<file path="src/hw/rtl/rrcs_pkg.sv">
// Shared types and constants for the round robin context switcher.
package rrcs_pkg;

  localparam int OP_W   = 2;
  localparam int IDX_W  = 2;
  localparam int THR_W  = 3;
  localparam int PORT_W = 32;
  localparam int STS_W  = 2;

  typedef enum logic [OP_W-1:0] {
    OP_LOAD  = 2'd0,
    OP_TICK  = 2'd1,
    OP_BLOCK = 2'd2,
    OP_WAKE  = 2'd3
  } op_t;

  typedef enum logic [1:0] {
    ST_ACTIVE  = 2'd0,
    ST_READY   = 2'd1,
    ST_WAITING = 2'd2
  } thread_state_t;

  typedef enum logic [STS_W-1:0] {
    STS_OK         = 2'd0,
    STS_IDLE_BLOCK = 2'd1,
    STS_RUN_LOAD   = 2'd2
  } status_t;

endpackage

</file>
<file path="src/hw/rtl/rrcs_state_mem.sv">
// Thread state memory: one write port, one registered read port.
module rrcs_state_mem
  import rrcs_pkg::*;
#(
  parameter int DEPTH = 4,
  localparam int AW = $clog2(DEPTH)
) (
  input  logic          clk,
  input  logic          we,
  input  logic [AW-1:0] waddr,
  input  thread_state_t wdata,
  input  logic [AW-1:0] raddr,
  output thread_state_t rdata
);

  thread_state_t mem [DEPTH];

  always_ff @(posedge clk) begin
    if (we) begin
      mem[waddr] <= wdata;
    end
    rdata <= mem[raddr];
  end

endmodule

</file>
<file path="src/hw/rtl/rrcs_ctx_mem.sv">
// Saved register context memory: one row of three registers per thread.
module rrcs_ctx_mem
  import rrcs_pkg::*;
#(
  parameter int DEPTH = 4,
  parameter int WIDTH = 96,
  localparam int AW = $clog2(DEPTH)
) (
  input  logic             clk,
  input  logic             we,
  input  logic [AW-1:0]    waddr,
  input  logic [WIDTH-1:0] wdata,
  input  logic [AW-1:0]    raddr,
  output logic [WIDTH-1:0] rdata
);

  logic [WIDTH-1:0] mem [DEPTH];

  always_ff @(posedge clk) begin
    if (we) begin
      mem[waddr] <= wdata;
    end
    rdata <= mem[raddr];
  end

endmodule

</file>
<file path="src/hw/rtl/round_robin_context_switcher.sv">
// Round robin hardware thread context switcher, top level.
// One transaction is taken at a time; its result lands in an output register, so the next
// transaction may be taken while that result waits. A load, or a block while idle, passes
// through the decode and done states before the next acceptance. A timer tick or a block
// adds the ready search, which reads the thread state memory one slot a cycle (a switch
// adds the commit and load states for the context memory save and read). A wake first
// rewrites the thread state memory one thread a cycle and searches only when every
// thread was waiting. After reset a clearing pass zeroes the contexts and marks all
// threads ready; in_ready stays low meanwhile.
module round_robin_context_switcher
  import rrcs_pkg::*;
#(
  parameter int NUM_THREADS = 4,
  parameter int REG_WIDTH   = 32
) (
  input  logic                     clk,
  input  logic                     rst,
  input  logic                     in_valid,
  output logic                     in_ready,
  input  logic [OP_W-1:0]          operation,
  input  logic [IDX_W-1:0]         thread_index,
  input  logic signed [PORT_W-1:0] reg_a,
  input  logic signed [PORT_W-1:0] reg_b,
  input  logic signed [PORT_W-1:0] reg_c,
  output logic                     out_valid,
  input  logic                     out_ready,
  output logic [THR_W-1:0]         running_thread,
  output logic                     switched,
  output logic signed [PORT_W-1:0] out_a,
  output logic signed [PORT_W-1:0] out_b,
  output logic signed [PORT_W-1:0] out_c,
  output logic [STS_W-1:0]         status
);

  localparam int TW    = $clog2(NUM_THREADS + 1);
  localparam int AW    = $clog2(NUM_THREADS);
  localparam int KW    = $clog2(NUM_THREADS + 2);
  localparam int ROW_W = 3 * REG_WIDTH;
  localparam logic [TW-1:0] IDLE_T   = TW'(NUM_THREADS);
  localparam logic [AW-1:0] LAST_A   = AW'(NUM_THREADS - 1);
  localparam logic [KW-1:0] LAST_K   = KW'(NUM_THREADS);

  typedef enum logic [7:0] {
    S_INIT   = 8'b0000_0001,
    S_IDLE   = 8'b0000_0010,
    S_DECODE = 8'b0000_0100,
    S_WAKE   = 8'b0000_1000,
    S_SEARCH = 8'b0001_0000,
    S_COMMIT = 8'b0010_0000,
    S_LOAD   = 8'b0100_0000,
    S_DONE   = 8'b1000_0000
  } fsm_t;

  fsm_t              fsm;
  logic [TW-1:0]     cur;
  logic [TW-1:0]     wcount;
  logic [AW-1:0]     sweep;
  op_t               op_q;
  logic [TW-1:0]     idx_q;
  logic [PORT_W-1:0] la, lb, lc;
  logic              all_wait;
  logic [TW-1:0]     cand;
  logic [KW-1:0]     k;
  logic              p_valid;
  logic [TW-1:0]     p_cand;
  logic [TW-1:0]     nxt;
  logic              res_sw;
  logic [PORT_W-1:0] res_a, res_b, res_c;
  status_t           res_sts;

  logic              st_we;
  logic [AW-1:0]     st_waddr;
  thread_state_t     st_wdata;
  logic [AW-1:0]     st_raddr;
  thread_state_t     st_rdata;
  logic              ctx_we;
  logic [AW-1:0]     ctx_waddr;
  logic [ROW_W-1:0]  ctx_wdata;
  logic [AW-1:0]     ctx_raddr;
  logic [ROW_W-1:0]  ctx_rdata;

  logic [ROW_W-1:0]  live_row;
  logic              hit;
  logic              issuing;

  function automatic logic [TW-1:0] slot_after(input logic [TW-1:0] s);
    return (s == IDLE_T) ? '0 : s + 1'b1;
  endfunction

  rrcs_state_mem #(.DEPTH(NUM_THREADS)) u_state_mem (
    .clk   (clk),
    .we    (st_we),
    .waddr (st_waddr),
    .wdata (st_wdata),
    .raddr (st_raddr),
    .rdata (st_rdata)
  );

  rrcs_ctx_mem #(.DEPTH(NUM_THREADS), .WIDTH(ROW_W)) u_ctx_mem (
    .clk   (clk),
    .we    (ctx_we),
    .waddr (ctx_waddr),
    .wdata (ctx_wdata),
    .raddr (ctx_raddr),
    .rdata (ctx_rdata)
  );

  assign live_row = {REG_WIDTH'(lc), REG_WIDTH'(lb), REG_WIDTH'(la)};
  assign hit      = p_valid && (st_rdata == ST_READY);
  assign issuing  = (k <= LAST_K);
  assign in_ready = (fsm == S_IDLE);
  assign st_raddr  = (cand == IDLE_T) ? '0 : AW'(cand);
  assign ctx_raddr = AW'(nxt);

  always_comb begin
    st_we     = 1'b0;
    st_waddr  = sweep;
    st_wdata  = ST_READY;
    ctx_we    = 1'b0;
    ctx_waddr = sweep;
    ctx_wdata = '0;
    case (fsm)
      S_INIT: begin
        st_we  = 1'b1;
        ctx_we = 1'b1;
      end
      S_WAKE: begin
        st_we    = 1'b1;
        st_wdata = (TW'(sweep) == cur) ? ST_ACTIVE : ST_READY;
      end
      S_DECODE: begin
        if (op_q == OP_LOAD && idx_q != cur && idx_q < IDLE_T) begin
          ctx_we    = 1'b1;
          ctx_waddr = AW'(idx_q);
          ctx_wdata = live_row;
        end
        if (op_q == OP_BLOCK && cur != IDLE_T) begin
          st_we    = 1'b1;
          st_waddr = AW'(cur);
          st_wdata = ST_WAITING;
        end
      end
      S_SEARCH: begin
        // go idle: keep the blocked thread's registers
        if (!hit && !issuing && op_q == OP_BLOCK) begin
          ctx_we    = 1'b1;
          ctx_waddr = AW'(cur);
          ctx_wdata = live_row;
        end
      end
      S_COMMIT: begin
        if (cur != IDLE_T) begin
          ctx_we    = 1'b1;
          ctx_waddr = AW'(cur);
          ctx_wdata = live_row;
          if (op_q == OP_TICK) begin
            st_we    = 1'b1;
            st_waddr = AW'(cur);
            st_wdata = ST_READY;
          end
        end
      end
      S_LOAD: begin
        st_we    = 1'b1;
        st_waddr = AW'(nxt);
        st_wdata = ST_ACTIVE;
      end
      default: begin
      end
    endcase
  end

  always_ff @(posedge clk) begin
    if (rst) begin
      fsm       <= S_INIT;
      sweep     <= '0;
      cur       <= IDLE_T;
      wcount    <= '0;
      p_valid   <= 1'b0;
      out_valid <= 1'b0;
    end else begin
      if (out_valid && out_ready && fsm != S_DONE) begin
        out_valid <= 1'b0;
      end
      case (fsm)
        S_INIT: begin
          if (sweep == LAST_A) begin
            sweep <= '0;
            fsm   <= S_IDLE;
          end else begin
            sweep <= sweep + 1'b1;
          end
        end
        S_IDLE: begin
          if (in_valid) begin
            op_q  <= op_t'(operation);
            idx_q <= TW'(thread_index);
            la    <= reg_a;
            lb    <= reg_b;
            lc    <= reg_c;
            fsm   <= S_DECODE;
          end
        end
        S_DECODE: begin
          res_sw  <= 1'b0;
          res_a   <= (op_q == OP_LOAD) ? '0 : la;
          res_b   <= (op_q == OP_LOAD) ? '0 : lb;
          res_c   <= (op_q == OP_LOAD) ? '0 : lc;
          p_valid <= 1'b0;
          cand    <= slot_after(cur);
          k       <= KW'(1);
          case (op_q)
            OP_LOAD: begin
              res_sts <= (idx_q == cur) ? STS_RUN_LOAD : STS_OK;
              fsm     <= S_DONE;
            end
            OP_TICK: begin
              res_sts <= STS_OK;
              fsm     <= S_SEARCH;
            end
            OP_BLOCK: begin
              if (cur == IDLE_T) begin
                res_sts <= STS_IDLE_BLOCK;
                fsm     <= S_DONE;
              end else begin
                res_sts <= STS_OK;
                wcount  <= wcount + 1'b1;
                fsm     <= S_SEARCH;
              end
            end
            OP_WAKE: begin
              res_sts  <= STS_OK;
              all_wait <= (wcount == IDLE_T);
              wcount   <= '0;
              sweep    <= '0;
              fsm      <= S_WAKE;
            end
            default: begin
              res_sts <= STS_OK;
              fsm     <= S_DONE;
            end
          endcase
        end
        S_WAKE: begin
          if (sweep == LAST_A) begin
            sweep <= '0;
            fsm   <= all_wait ? S_SEARCH : S_DONE;
          end else begin
            sweep <= sweep + 1'b1;
          end
        end
        S_SEARCH: begin
          p_valid <= issuing && (cand != IDLE_T);
          p_cand  <= cand;
          if (issuing) begin
            cand <= slot_after(cand);
            k    <= k + 1'b1;
          end
          if (hit) begin
            nxt <= p_cand;
            fsm <= S_COMMIT;
          end else if (!issuing) begin
            if (op_q == OP_BLOCK) begin
              cur <= IDLE_T;
            end
            fsm <= S_DONE;
          end
        end
        S_COMMIT: begin
          fsm <= S_LOAD;
        end
        S_LOAD: begin
          res_a  <= PORT_W'(ctx_rdata[REG_WIDTH-1:0]);
          res_b  <= PORT_W'(ctx_rdata[2*REG_WIDTH-1:REG_WIDTH]);
          res_c  <= PORT_W'(ctx_rdata[ROW_W-1:2*REG_WIDTH]);
          res_sw <= 1'b1;
          cur    <= nxt;
          fsm    <= S_DONE;
        end
        S_DONE: begin
          if (!out_valid || out_ready) begin
            running_thread <= THR_W'(cur);
            switched       <= res_sw;
            out_a          <= $signed(res_a);
            out_b          <= $signed(res_b);
            out_c          <= $signed(res_c);
            status         <= res_sts;
            out_valid      <= 1'b1;
            fsm            <= S_IDLE;
          end
        end
        default: begin
          fsm <= S_INIT;
        end
      endcase
    end
  end

  a_switch_to_other: assert property (@(posedge clk) disable iff (rst)
    (fsm == S_LOAD) |-> (nxt != cur))
    else $error("switch targets the running thread");

  a_block_counts: assert property (@(posedge clk) disable iff (rst)
    (fsm == S_DECODE && op_q == OP_BLOCK && cur != IDLE_T) |=>
      (wcount == $past(wcount) + 1'b1))
    else $error("block did not advance the waiting count");

  a_done_presents: assert property (@(posedge clk) disable iff (rst)
    (fsm == S_DONE && (!out_valid || out_ready)) |=> (out_valid && in_ready))
    else $error("finished transaction not presented");

endmodule
</file>
<file path="config.mk">
export PLATFORM = sky130hd
export DESIGN_NAME = round_robin_context_switcher
export DESIGN_NICKNAME = d
export VERILOG_FILES = /design/src/hw/rtl/rrcs_pkg.sv /design/src/hw/rtl/rrcs_state_mem.sv /design/src/hw/rtl/rrcs_ctx_mem.sv /design/src/hw/rtl/round_robin_context_switcher.sv
export SDC_FILE = /design/constraint.sdc
export NUM_CORES = 1
export LEC_CHECK = 0
export BUFFER_PORTS_ARGS = -buffer_cell sky130_fd_sc_hd__buf_2
export CORE_MARGIN = 3
export CORE_UTILIZATION = 40
export DETAILED_ROUTE_END_ITERATION = 16
export PLACE_DENSITY = 0.61
export SYNTH_ARGS = -nofsm -noshare
export SYNTH_HDL_FRONTEND = slang
export SYNTH_SLANG_ARGS = --single-unit
</file>
<file path="constraint.sdc">
create_clock -name clk -period 10.27 [get_ports clk]
set_input_delay 1.5405 -clock clk [delete_from_list [all_inputs] [get_ports clk]]
set_output_delay 1.5405 -clock clk [all_outputs]
set_load 0.02 [all_outputs]
</file>
# [After elaboration in Yosys (flattened, before gate mapping)]
# Memory sizes are Yosys's and may differ from the RTL's. A register that Yosys moved wholly into a read port is not among the register bits.
# Index checks and enable logic that the tools add are counted.
[op_classes] order_cmp=2 n_mux=67 n_reduce_logical=34 bitwise_logic=1 add_sub_neg=5 n_eq_ne=33
[op_table] operator="$mux W96" n=3
[op_table] operator="$pmux W96 S3" n=1
[op_table] operator="$pmux W32 S2" n=3
[op_table] operator="$mux W32" n=3
[op_table] operator="$mux W8" n=8
[op_table] operator="$pmux W8 S8" n=1
[op_table] operator="$pmux W8 S4" n=1
[op_table] operator="$mux W3" n=8
[op_table] operator="$pmux W2 S3" n=4
[op_table] operator="$pmux W3 S2" n=4
[op_table] operator="$mux W2" n=11
[op_table] operator="$ne A2 B2 Y1 const B" n=9
[op_table] operator="$reduce_and A3 Y1" n=6
[op_table] operator="$mux W1" n=15
[op_table] operator="$add A3 B1 Y3 const B" n=4
[op_table] operator="$reduce_bool A2 Y1" n=5
[op_table] operator="$eq A3 B3 Y1 const B" n=3
[op_table] operator="$logic_and A1 B1 Y1" n=9
[op_table] operator="$ne A3 B3 Y1 const B" n=3
[op_table] operator="$eq A8 B1 Y1 const B" n=1
[op_table] operator="$eq A8 B2 Y1 const B" n=1
[op_table] operator="$eq A8 B3 Y1 const B" n=1
[op_table] operator="$eq A8 B4 Y1 const B" n=1
[op_table] operator="$eq A8 B5 Y1 const B" n=1
[op_table] operator="25 further kinds" n=36
[totals] mem_bits_rw=392 elab_cells=171 output_inout_bits=104 n_memories=2 reg_bits=332 in_bits=104
[mem_list] name="u_ctx_mem.mem" words=4 width=96 rd=1 rd_ports_with_merged_regs=1 write_ports=1 line="rrcs_ctx_mem.sv:17" rtl="logic [WIDTH-1:0] mem [DEPTH];"
[mem_list] name="u_state_mem.mem" words=4 width=2 rd=1 rd_ports_with_merged_regs=1 write_ports=1 line="rrcs_state_mem.sv:16" rtl="thread_state_t mem [DEPTH];"

# [Depth between registers and ports, before layout]
# Gate-level depths: netlist of the first run.
[logic_depth] ltp_word=9 depth_mapped=9 ltp_nobuf=8

# [Modules after synthesis]
# A second synthesis of the first run with hierarchy kept.
[unflattened] hier_cells=1572 hier_area_um2=29131.7
[modules_own_cells] module="rrcs_ctx_mem" area_each_um2=15811.4 cells_each=602 seq_area_each_um2=13452.9 instances=1
[modules_own_cells] module="round_robin_context_switcher" area_each_um2=12956.2 cells_each=954 seq_area_each_um2=9789.4 instances=1
[modules_own_cells] module="rrcs_state_mem" area_each_um2=364.1 cells_each=16 seq_area_each_um2=280.3 instances=1

# [Worst setup path after synthesis of the first run]
# No wires, ideal clock.
[synth_path] kind="input-to-reg" from="input port rst" to="register idx_q[0] (enable)" path_buffers=2 path_slack_ps=358 t_arrival_ps=9210 t_required_ps=9568 stages=3 setup_ps=702 cell_sequence="clkbuf_1 clkbuf_1 nor3b_1"
[synth_between] elab_chain_cells=2
[synth_lines] element="start, declared" line="round_robin_context_switcher.sv:17" rtl="input logic rst,"
[synth_lines] element="$not A1 Y1 (no source line)"
[synth_lines] element="$reduce_and A3 Y1 (no source line)"
[synth_lines] element="end signal, assigned" line="round_robin_context_switcher.sv:197" rtl="idx_q <= TW'(thread_index);"
[synth_lines] element="end, declared" line="round_robin_context_switcher.sv:59" rtl="logic [TW-1:0] idx_q;"
# No other way between the ends.
# A chain may end at the register's enable or synchronous reset.

# [Final worst setup path of the first run]
[layout_path] from="register fsm[4]" to="memory u_ctx_mem.mem[3][56] (enable)"
[layout_between] elab_chain_cells=4 elab_cells_between_ends=8 classes_between="4 x eq/ne; 4 x mux"
[layout_lines] element="start, declared" line="round_robin_context_switcher.sv:54" rtl="fsm_t fsm;"
[layout_lines] element="start signal, assigned" line="round_robin_context_switcher.sv:247" rtl="fsm <= all_wait ? S_SEARCH : S_DONE;"
[layout_lines] element="$eq A8 B6 Y1 (tied with other cells)" line="round_robin_context_switcher.sv:122" rtl="case (fsm)"
[layout_lines] element="$pmux W1 S4" line="round_robin_context_switcher.sv:122"
[layout_lines] element="$mux W1" line="rrcs_ctx_mem.sv:20" rtl="if (we) begin"
[layout_lines] element="$mux W1 (not written as such)" line="rrcs_ctx_mem.sv:21" rtl="mem[waddr] <= wdata;"
[layout_lines] element="end, declared" line="rrcs_ctx_mem.sv:17"
# Parallel ways exist; a longest one is shown, timed or not.

==> flow_summary.toml, run 1 <==
[logic_synthesis]
yosysWarnings = 0
yosysSeqAreaShare_pct = 80.71
synth_edf_count = 706
netlist_instances = 1595
synth_ff_type = "edfxtp_1"
synth.avg_cell_area_um2 = 18.27
synth_cell_type_count = 56
yosysTopAreaCell = "edfxtp_1"
synth_fp_nets = 1708
yosys-top-cells-count = "edfxtp_1, nand2_1, dfxtp_1"
async_flop_share_pct = 0
ys_ff_latch = 822
netlist_area_mm2 = 0.02914
synth_most_common_cell = "edfxtp_1"
synth_top_area_share_pct = 72.74
synth_area_leaders = "edfxtp_1, dfxtp_1, mux4_2"

[worst_hold_path]
hold_class = "reg -> reg"
holdPathEnd = "out_a[22]$_DFFE_PP_"
hp-start = "res_a[22]$_DFFE_PP_"
hold_depth = 0

[sta]
timing.hold.ws_ns = 0.4164
hold_violations = 0
min_period_ns = 5.385
slew_violations = 0
max_slew_margin_pct = 24.77
max_freq_ghz = 0.1857
fin_crit_sh_pct = 52.44
fin_worst_skew_ns = 0.04282
setup_viol = 0
tightest_slew_ns = 1.128
fin_ws_ns = 4.885
grt_setup_unrepaired = "no"
tns_ns = 0

[global_routing]
grt_pass1_vias = 15025
grt.total_usage_pct = 15.72
grt_overflow = 0
grt_pass1_wl_mm = 90.51
grt_max_degree = 98
antenna_found_initial = 4

[placement]
port_buffers = 207
gp_congestion = 0.7710
dpl.hpwl_mm = 33.62
place_ws_ns = 4.864

[route]
highest_layer = "met5"
drcViolationCount = 0
ant_nets = 0
detail_route.wl_per_cell_um = 20.87
num_vias = 14414
viasPerCell = 5.050
wl_met3_mm = 3.588
first_iter_violations = 946
wirelength_mm = 59.56
wl_met1_mm = 26.84
first_pass_iters = 5
met2_length_mm = 27.94

[job]
cap_violations = 0

[clocking]
h-tree-depth = 3
clock_latency_ns = 0.63
cts_hold_buf = 0
clockBufferDepth = 3
cts_sinks = 822
cts_root_buf = "clkbuf_16"
cts_tree = "done"
cts-buffers-inserted = 84
postCtsResizedCells = 0
postCtsSetupBuffers = 0
clk_pin_slew_ns = 0.06

[floorplan]
die_h_um = 275.9
chipWidth_um = 275.9
coreArea_mm2 = 0.07185
pin_count = 208
fp.dieArea_mm2 = 0.07613
start_util_pct = 40.56
row_count = 98

[layout]
syn2layout_area_growth_pct = 16.40
layout.nets = 1945
final_layout_size_suffix_gt1_share_pct = 24.44

[power_and_ir_drop]
peakVddDrop_uv = 229.1
finalPower_uw = 8015
power_density_mw_per_mm2 = 236.3
p_leak_uw = 0.01199

[worst_setup_path]
start_kind = "flop"
reg2reg_slack_ns = 4.88
r2r_start = "fsm[4]$_SDFFE_PP0P_"
worstPathArrival_ns = 5.62
crit_path_end_kind = "flop"
crit_fanout = 97
r2r_end = "u_ctx_mem.mem[3][56]$_DFFE_PP_"
reg2reg_depth = 8
crit_required_ns = 10.50
critical_path_class = "reg -> reg"

[outcome]
outcome = "complete, no violations"
kinds of logic (layout without fill, tap and decap cells):
group / count (synthesis) / after routing / synth area share (%)
xor gates and xnor gates: 8 / 8 / 0.2404
other: 0 / 1 / 0
buffers and inverters: 89 / 397 / 1.241
muxes: 104 / 104 / 7.710
adders and majority gates: 9 / 9 / 0.3864
DFF: 822 / 822 / 80.71
and+or+nand+nor: 505 / 505 / 8.393
AOI/OAI and AO/OA: 58 / 58 / 1.318
cells in the final DEF (no fill, tap or decap), types with 14 or more instances in the layout:
master,netlist,routed
edfxtp_1,706,706
nor2_1,26,26
buf_4,0,22
clkinv_2,0,14
buf_2,11,207
mux4_2,96,96
nand2_1,213,213
dfxtp_1,116,116
a21oi_1,19,18
clkbuf_16,0,84
and2_1,103,101
nand3_1,109,109
clkbuf_1,43,25
sequential cells by signal, indices dropped and copies added, names as in the netlist, 8 cells and up:
name / count
la: 32
u_state_mem.mem: 8
lc: 32
out_c: 32
res_c: 32
res_a: 32
u_ctx_mem.rdata: 96
out_a: 32
out_b: 32
res_b: 32
fsm: 8
lb: 32
u_ctx_mem.mem: 384
worst max-delay path by stage:
| stage | slack [ns] | start | endpoint |
|---|---|---|---|
| after detailed placement | 4.86 | fsm[4]$_SDFFE_PP0P_ | u_ctx_mem.mem[3][83]$_DFFE_PP_ |
| final | 4.88 | fsm[4]$_SDFFE_PP0P_ | u_ctx_mem.mem[3][56]$_DFFE_PP_ |
| after global routing | 4.51 | fsm[4]$_SDFFE_PP0P_ | u_ctx_mem.mem[3][56]$_DFFE_PP_ |
| after CTS | 4.84 | fsm[4]$_SDFFE_PP0P_ | u_ctx_mem.mem[3][56]$_DFFE_PP_ |
| after global placement | 5.05 | fsm[4]$_SDFFE_PP0P_ | u_ctx_mem.mem[3][81]$_DFFE_PP_ |
| after floorplan | 0.36 | rst | idx_q[0]$_DFFE_PP_ |
through the flow:
step                utilization (%)  area [um2]  std cells
CTS                           47.21       33920       2853
global route                  47.21       33920       2854
detailed placement            43.51       31270       2696
global placement              43.51       31270       2696
finish                        47.21       33920       2854
floorplan                         -       29140       1595
layer usage:
layer / track usage (%) / vias to the layer above
li1: - / 6548
met3: 3.587 / 92
met1: 21.80 / 7359
met2: 25.06 / 411
met4: 4.506 / 4
met5: 0 / -
area by class of cell:
cell class,instances,area (um2)
multi-input cells,684,5310
diodes,1,2.502
clock buffers,118,2320
fillers,6120,37930
clock inverters,39,335.3
flip-flops and latches,822,23520
well taps,950,1189
inverters,11,43.79
repair buffers,229,1201
worst max-delay path, cell delays in order (launching register included):
cell and delay, ns:
dfxtp_1 0.36, nor4_1 0.72, nand3_1 0.64, o221ai_4 0.33
buf_4 0.85, nor2_1 0.23, a211oi_1 0.31, and2_4 0.76
buf_4 0.67
power breakdown:
part	leakage [uW]	internal [uW]	switching, uW
Combinational	0.00317	223	449
Clock	0.00130	1670	1240
Sequential	0.00752	4290	142
Total	0.0120	6180	1830
Note: power is estimated with default switching activity, not from simulation.
==> inputs of run 2 (changes only) <==
--- a/config.mk
+++ b/config.mk
@@ -9,7 +9,7 @@
 export CORE_MARGIN = 3
 export CORE_UTILIZATION = 40
 export DETAILED_ROUTE_END_ITERATION = 16
-export PLACE_DENSITY = 0.61
+export PLACE_DENSITY = 0.59
 export SYNTH_ARGS = -nofsm -noshare
 export SYNTH_HDL_FRONTEND = slang
 export SYNTH_SLANG_ARGS = --single-unit
==> constraint.sdc (replaced) <==
create_clock -name clk -period 5.26 [get_ports clk]
set_input_delay 0.789 -clock clk [delete_from_list [all_inputs] [get_ports clk]]
set_output_delay 0.789 -clock clk [all_outputs]
set_load 0.02 [all_outputs]
==> flow_summary.toml, run 2 (synthesis results as in run 1) <==
[route]
detail_route.wl_per_cell_um = 21.10
wirelength_mm = 60.29
num_vias = 14413
viasPerCell = 5.045
drcViolationCount = 0
first_pass_iters = 5
ant_nets = 0
first_iter_violations = 1049

[floorplan]
fp.dieArea_mm2 = 0.07613
chipWidth_um = 275.9
row_count = 98
pin_count = 208
start_util_pct = 40.56
die_h_um = 275.9
coreArea_mm2 = 0.07185

[worst_hold_path]
holdPathEnd = "lb[30]$_DFFE_PP_"
hold_depth = 1
hp-start = "reg_b[30]"
hold_class = "in -> reg"

[worst_setup_path]
crit_path_end_kind = "flop"
crit_required_ns = 5.55
crit_fanout = 39
start_kind = "flop"
r2r_start = "fsm[5]$_SDFFE_PP0P_"
r2r_end = "u_ctx_mem.mem[2][10]$_DFFE_PP_"
critical_path_class = "reg -> reg"
reg2reg_slack_ns = 1.44
reg2reg_depth = 7
worstPathArrival_ns = 4.11

[sta]
min_period_ns = 3.818
slew_violations = 0
tns_ns = 0
tightest_slew_ns = 1.144
hold_violations = 0
setup_viol = 0
fin_worst_skew_ns = 0.02085
fin_crit_sh_pct = 72.59
max_slew_margin_pct = 23.76
grt_setup_unrepaired = "no"
timing.hold.ws_ns = 0.3380
max_freq_ghz = 0.2619

[clocking]
cts-buffers-inserted = 85
postCtsResizedCells = 0
clock_latency_ns = 0.62
postCtsSetupBuffers = 0
cts_root_buf = "clkbuf_16"
cts_hold_buf = 0
h-tree-depth = 3
cts_tree = "done"
cts_sinks = 822
clockBufferDepth = 3
clk_pin_slew_ns = 0.06

[placement]
dpl.hpwl_mm = 34.00
port_buffers = 207
gp_congestion = 0.8154
dp.cells = 2697

[power_and_ir_drop]
p_leak_uw = 0.01205
power_density_mw_per_mm2 = 460.6
peakVddDrop_uv = 786.3

[global_routing]
antenna_found_initial = 1
grt_pass1_vias = 15196
grt_overflow = 0
grt.total_usage_pct = 16.06
grt_max_degree = 101
grt_pass1_wl_mm = 91.98

[layout]
insertedDiodeCount = 0
layout.cells.non_filler = 2857
syn2layout_area_growth_pct = 16.88
top_register = "u_ctx_mem.mem"
largestRegisters = "u_ctx_mem.mem x384, u_ctx_mem.rdata x96"
final_layout_size_suffix_gt1_share_pct = 24.49
layout_commonest_cell = "edfxtp_1"
final_cell_mix = "edfxtp_1, nand2_1, buf_2"
finish.utilization_pct = 47.41
layout.nets = 1947
largest_reg_flops = 384

[job]
cap_violations = 0

[outcome]
outcome = "complete, no violations"
run 2: worst max path at each step:
stage / startpoint / to / slack (ns) / depth (start not counted)
CTS: fsm[4]$_SDFFE_PP0P_ / u_ctx_mem.mem[2][39]$_DFFE_PP_ / 1.45 / 7
detailed placement: fsm[4]$_SDFFE_PP0P_ / u_ctx_mem.mem[2][37]$_DFFE_PP_ / 1.48 / 7
global placement: fsm[4]$_SDFFE_PP0P_ / u_ctx_mem.mem[2][32]$_DFFE_PP_ / 1.55 / 7
floorplan: fsm[0]$_SDFFE_PP1P_ / res_a[0]$_DFFE_PP_ / 0.28 / 7
finish: fsm[5]$_SDFFE_PP0P_ / u_ctx_mem.mem[2][10]$_DFFE_PP_ / 1.44 / 7
global route: fsm[4]$_SDFFE_PP0P_ / u_ctx_mem.mem[2][74]$_DFFE_PP_ / 1.23 / 7
run 2: cell type report:
cell class	instances	area (um2)
flip-flops and latches	822	23520
clock buffers	124	2419
fillers	6160	37790
multi-input cells	684	5335
well taps	950	1189
inverters	11	43.79
repair buffers	230	1309
clock inverters	36	247.7
run 2: layer usage:
layer	up-vias	share of wire [%]	global-route usage (%)
li1	6566	-	-
met1	7332	43	21.67
met2	412	49	26.67
met3	103	5.3	2.946
met4	0	2.5	4.963
met5	-	0	0
run 2: power by group:
group	switching, uW	internal [uW]
logic	891	481
registers	277	8370
clock network	2370	3300
run 2: critical path, cell delays in order (launching register included):
cell	delay, ns
dfxtp_1	0.38
nor4_1	0.64
nand3_1	0.63
o221ai_4	0.35
nor2_1	0.17
a211oi_1	0.29
and2_4	0.64
buf_12	0.31
run 2: metrics by stage:
stage                     total power [uW]  instance area [um2]  setup WS [ns]
after floorplan                       9637                29190         0.2824
after global placement               10150                31400          1.554
after detailed placement             10220                31400          1.479
after CTS                            15930                34070          1.453
after global routing                 16350                34070          1.228
final                                15690                34070          1.442
==> inputs of run 3 (changes only) <==
==> constraint.sdc (replaced) <==
create_clock -name clk -period 3.85 [get_ports clk]
set_input_delay 0.5775 -clock clk [delete_from_list [all_inputs] [get_ports clk]]
set_output_delay 0.5775 -clock clk [all_outputs]
set_load 0.02 [all_outputs]
==> flow_summary.toml, run 3 (synthesis results as in run 1) <==
[outcome]
outcome = "complete, no violations"

[layout]
fin_area_mm2 = 0.03463
n_fill_cell = 6050
layout.cells.non_filler = 2869
register_area_mm2 = 0.02353
final_layout_size_suffix_gt1_share_pct = 26.21
syn2layout_area_growth_pct = 18.83
final_cell_mix = "edfxtp_1, nand2_1, buf_2"
largestRegisters = "u_ctx_mem.mem x384, u_ctx_mem.rdata x96"
multi_input_area_mm2 = 0.005403
layout_commonest_cell = "edfxtp_1"
insertedDiodeCount = 0
largest_reg_flops = 384
top_register = "u_ctx_mem.mem"
layout.nets = 1958

[sta]
setup_viol = 0
slew_violations = 0
grt_setup_unrepaired = "no"
fin_worst_skew_ns = 0.02551
timing.hold.ws_ns = 0.1204
min_period_ns = 3.182
tightest_slew_ns = 0.9528
max_slew_margin_pct = 36.48
max_freq_ghz = 0.3143
fin_crit_sh_pct = 82.64
fin_ws_ns = 0.6683
hold_violations = 0

[global_routing]
grt_pass1_vias = 14975
grt_overflow = 0
grt_pass1_wl_mm = 90.95
antenna_found_initial = 1
grt_max_degree = 101
grt.total_usage_pct = 15.95

[worst_setup_path]
cp_slowest_cell = "and2_4"
crit_required_ns = 4.15
endpoint = "u_ctx_mem.mem[2][69]$_DFFE_PP_"
crit_path_end_kind = "flop"
crit_fanout = 33
start_kind = "flop"
critPathLaunch = "fsm[4]$_SDFFE_PP0P_"
crit_path_max_incr_delay_ns = 0.49
critical_path_class = "reg -> reg"
r2r_end = "u_ctx_mem.mem[2][69]$_DFFE_PP_"
r2r_start = "fsm[4]$_SDFFE_PP0P_"
crit_chain = "nor4b_2 -> nand2_1 -> o221ai_4 -> nor2_1 -> a211oi_1 -> and2_4 -> buf_12"
worstPathArrival_ns = 3.48
reg2reg_slack_ns = 0.67
reg2reg_depth = 7

[power_and_ir_drop]
p_leak_uw = 0.01229
peakVddDrop_uv = 537.3
power_density_mw_per_mm2 = 647.4

[job]
cap_violations = 0

[clocking]
clockBufferDepth = 3
cts_root_buf = "clkbuf_16"
cts_sinks = 822
clock_latency_ns = 0.63
cts_hold_buf = 0
postCtsSetupBuffers = 0
h-tree-depth = 3
cts-buffers-inserted = 87
clk_pin_slew_ns = 0.06
cts_tree = "done"
postCtsResizedCells = 0

[placement]
port_buffers = 207
postPlaceCellArea_mm2 = 0.03163
place_ws_ns = 0.6611
dpl.hpwl_mm = 35.37
gp_congestion = 0.8426
dp.cells = 2706

[floorplan]
start_util_pct = 40.56
die_h_um = 275.9
pin_count = 208
coreArea_mm2 = 0.07185
fp.dieArea_mm2 = 0.07613
row_count = 98
chipWidth_um = 275.9

[route]
viasPerCell = 5.024
detail_route.wl_per_cell_um = 21.06
ant_nets = 0
first_iter_violations = 1017
wirelength_mm = 60.42
num_vias = 14415
first_pass_iters = 5
drcViolationCount = 0

[worst_hold_path]
hold_class = "in -> reg"
## run 3: cell count changes in the layout (fill, tap and decap cells not counted), moves of 5 or more
cell / before / now
buf_12: 8 / 15
bufinv_16: 2 / 10
clkbuf_1: 29 / 24
clkbuf_8: 6 / 12
clkinv_1: 9 / 4
clkinv_2: 19 / 10
## run 3: critical path: cells and delay by family (launching register included)
family	cells	cell delay [ns]
and+or+nand+nor	4	1.45
buffers and inverters	1	0.30
AOI/OAI and AO/OA	2	0.60
DFF	1	0.47
## run 3: stage by stage
step	power [uW]	TNS (ns)	utilization (%)
2_1_floorplan	13160	-96.64	-
3_3_place_gp	14010	0	44.01
3_5_place_dp	14100	0	44.01
4_1_cts	22750	0	48.20
5_1_grt	23310	0	48.20
6_report	22420	0	48.20
## run 3: report_power, final
| group | leakage, uW | switching, uW | internal [uW] | total [uW] |
|---|---|---|---|---|
| combinational | 0.00331 | 1270 | 772 | 2040 |
| sequential | 0.00752 | 388 | 11400 | 11800 |
| clock | 0.00146 | 3370 | 5200 | 8570 |
| total | 0.0123 | 5030 | 17400 | 22400 |
## run 3: worst min path at each step
stage | from | end | depth (start not counted)
2_1_floorplan | p_cand[0]$_DFFE_PP_ | nxt[0]$_DFFE_PP_ | 0
3_3_place_gp | res_c[1]$_DFFE_PP_ | out_c[1]$_DFFE_PP_ | 0
3_5_place_dp | res_a[11]$_DFFE_PP_ | out_a[11]$_DFFE_PP_ | 0
4_1_cts | reg_c[14] | lc[14]$_DFFE_PP_ | 1
5_1_grt | reg_c[14] | lc[14]$_DFFE_PP_ | 1
6_report | reg_c[14] | lc[14]$_DFFE_PP_ | 1
## run 3: per-layer routing
metal,share of wire (%),GRT usage (%)
met1,44,21.79
met2,49,26.18
met3,4.7,2.868
met4,2.4,5.018
met5,0,0
## run 3: cell type report
class | instances | area share [%]
Clock buffer | 125 | 7.168
Clock inverter | 38 | 1.517
Multi-Input combinational cell | 684 | 15.60
Timing Repair Buffer | 239 | 4.227
Tap cell | 950 | 3.432
Inverter | 11 | 0.1264
Sequential cell | 822 | 67.93
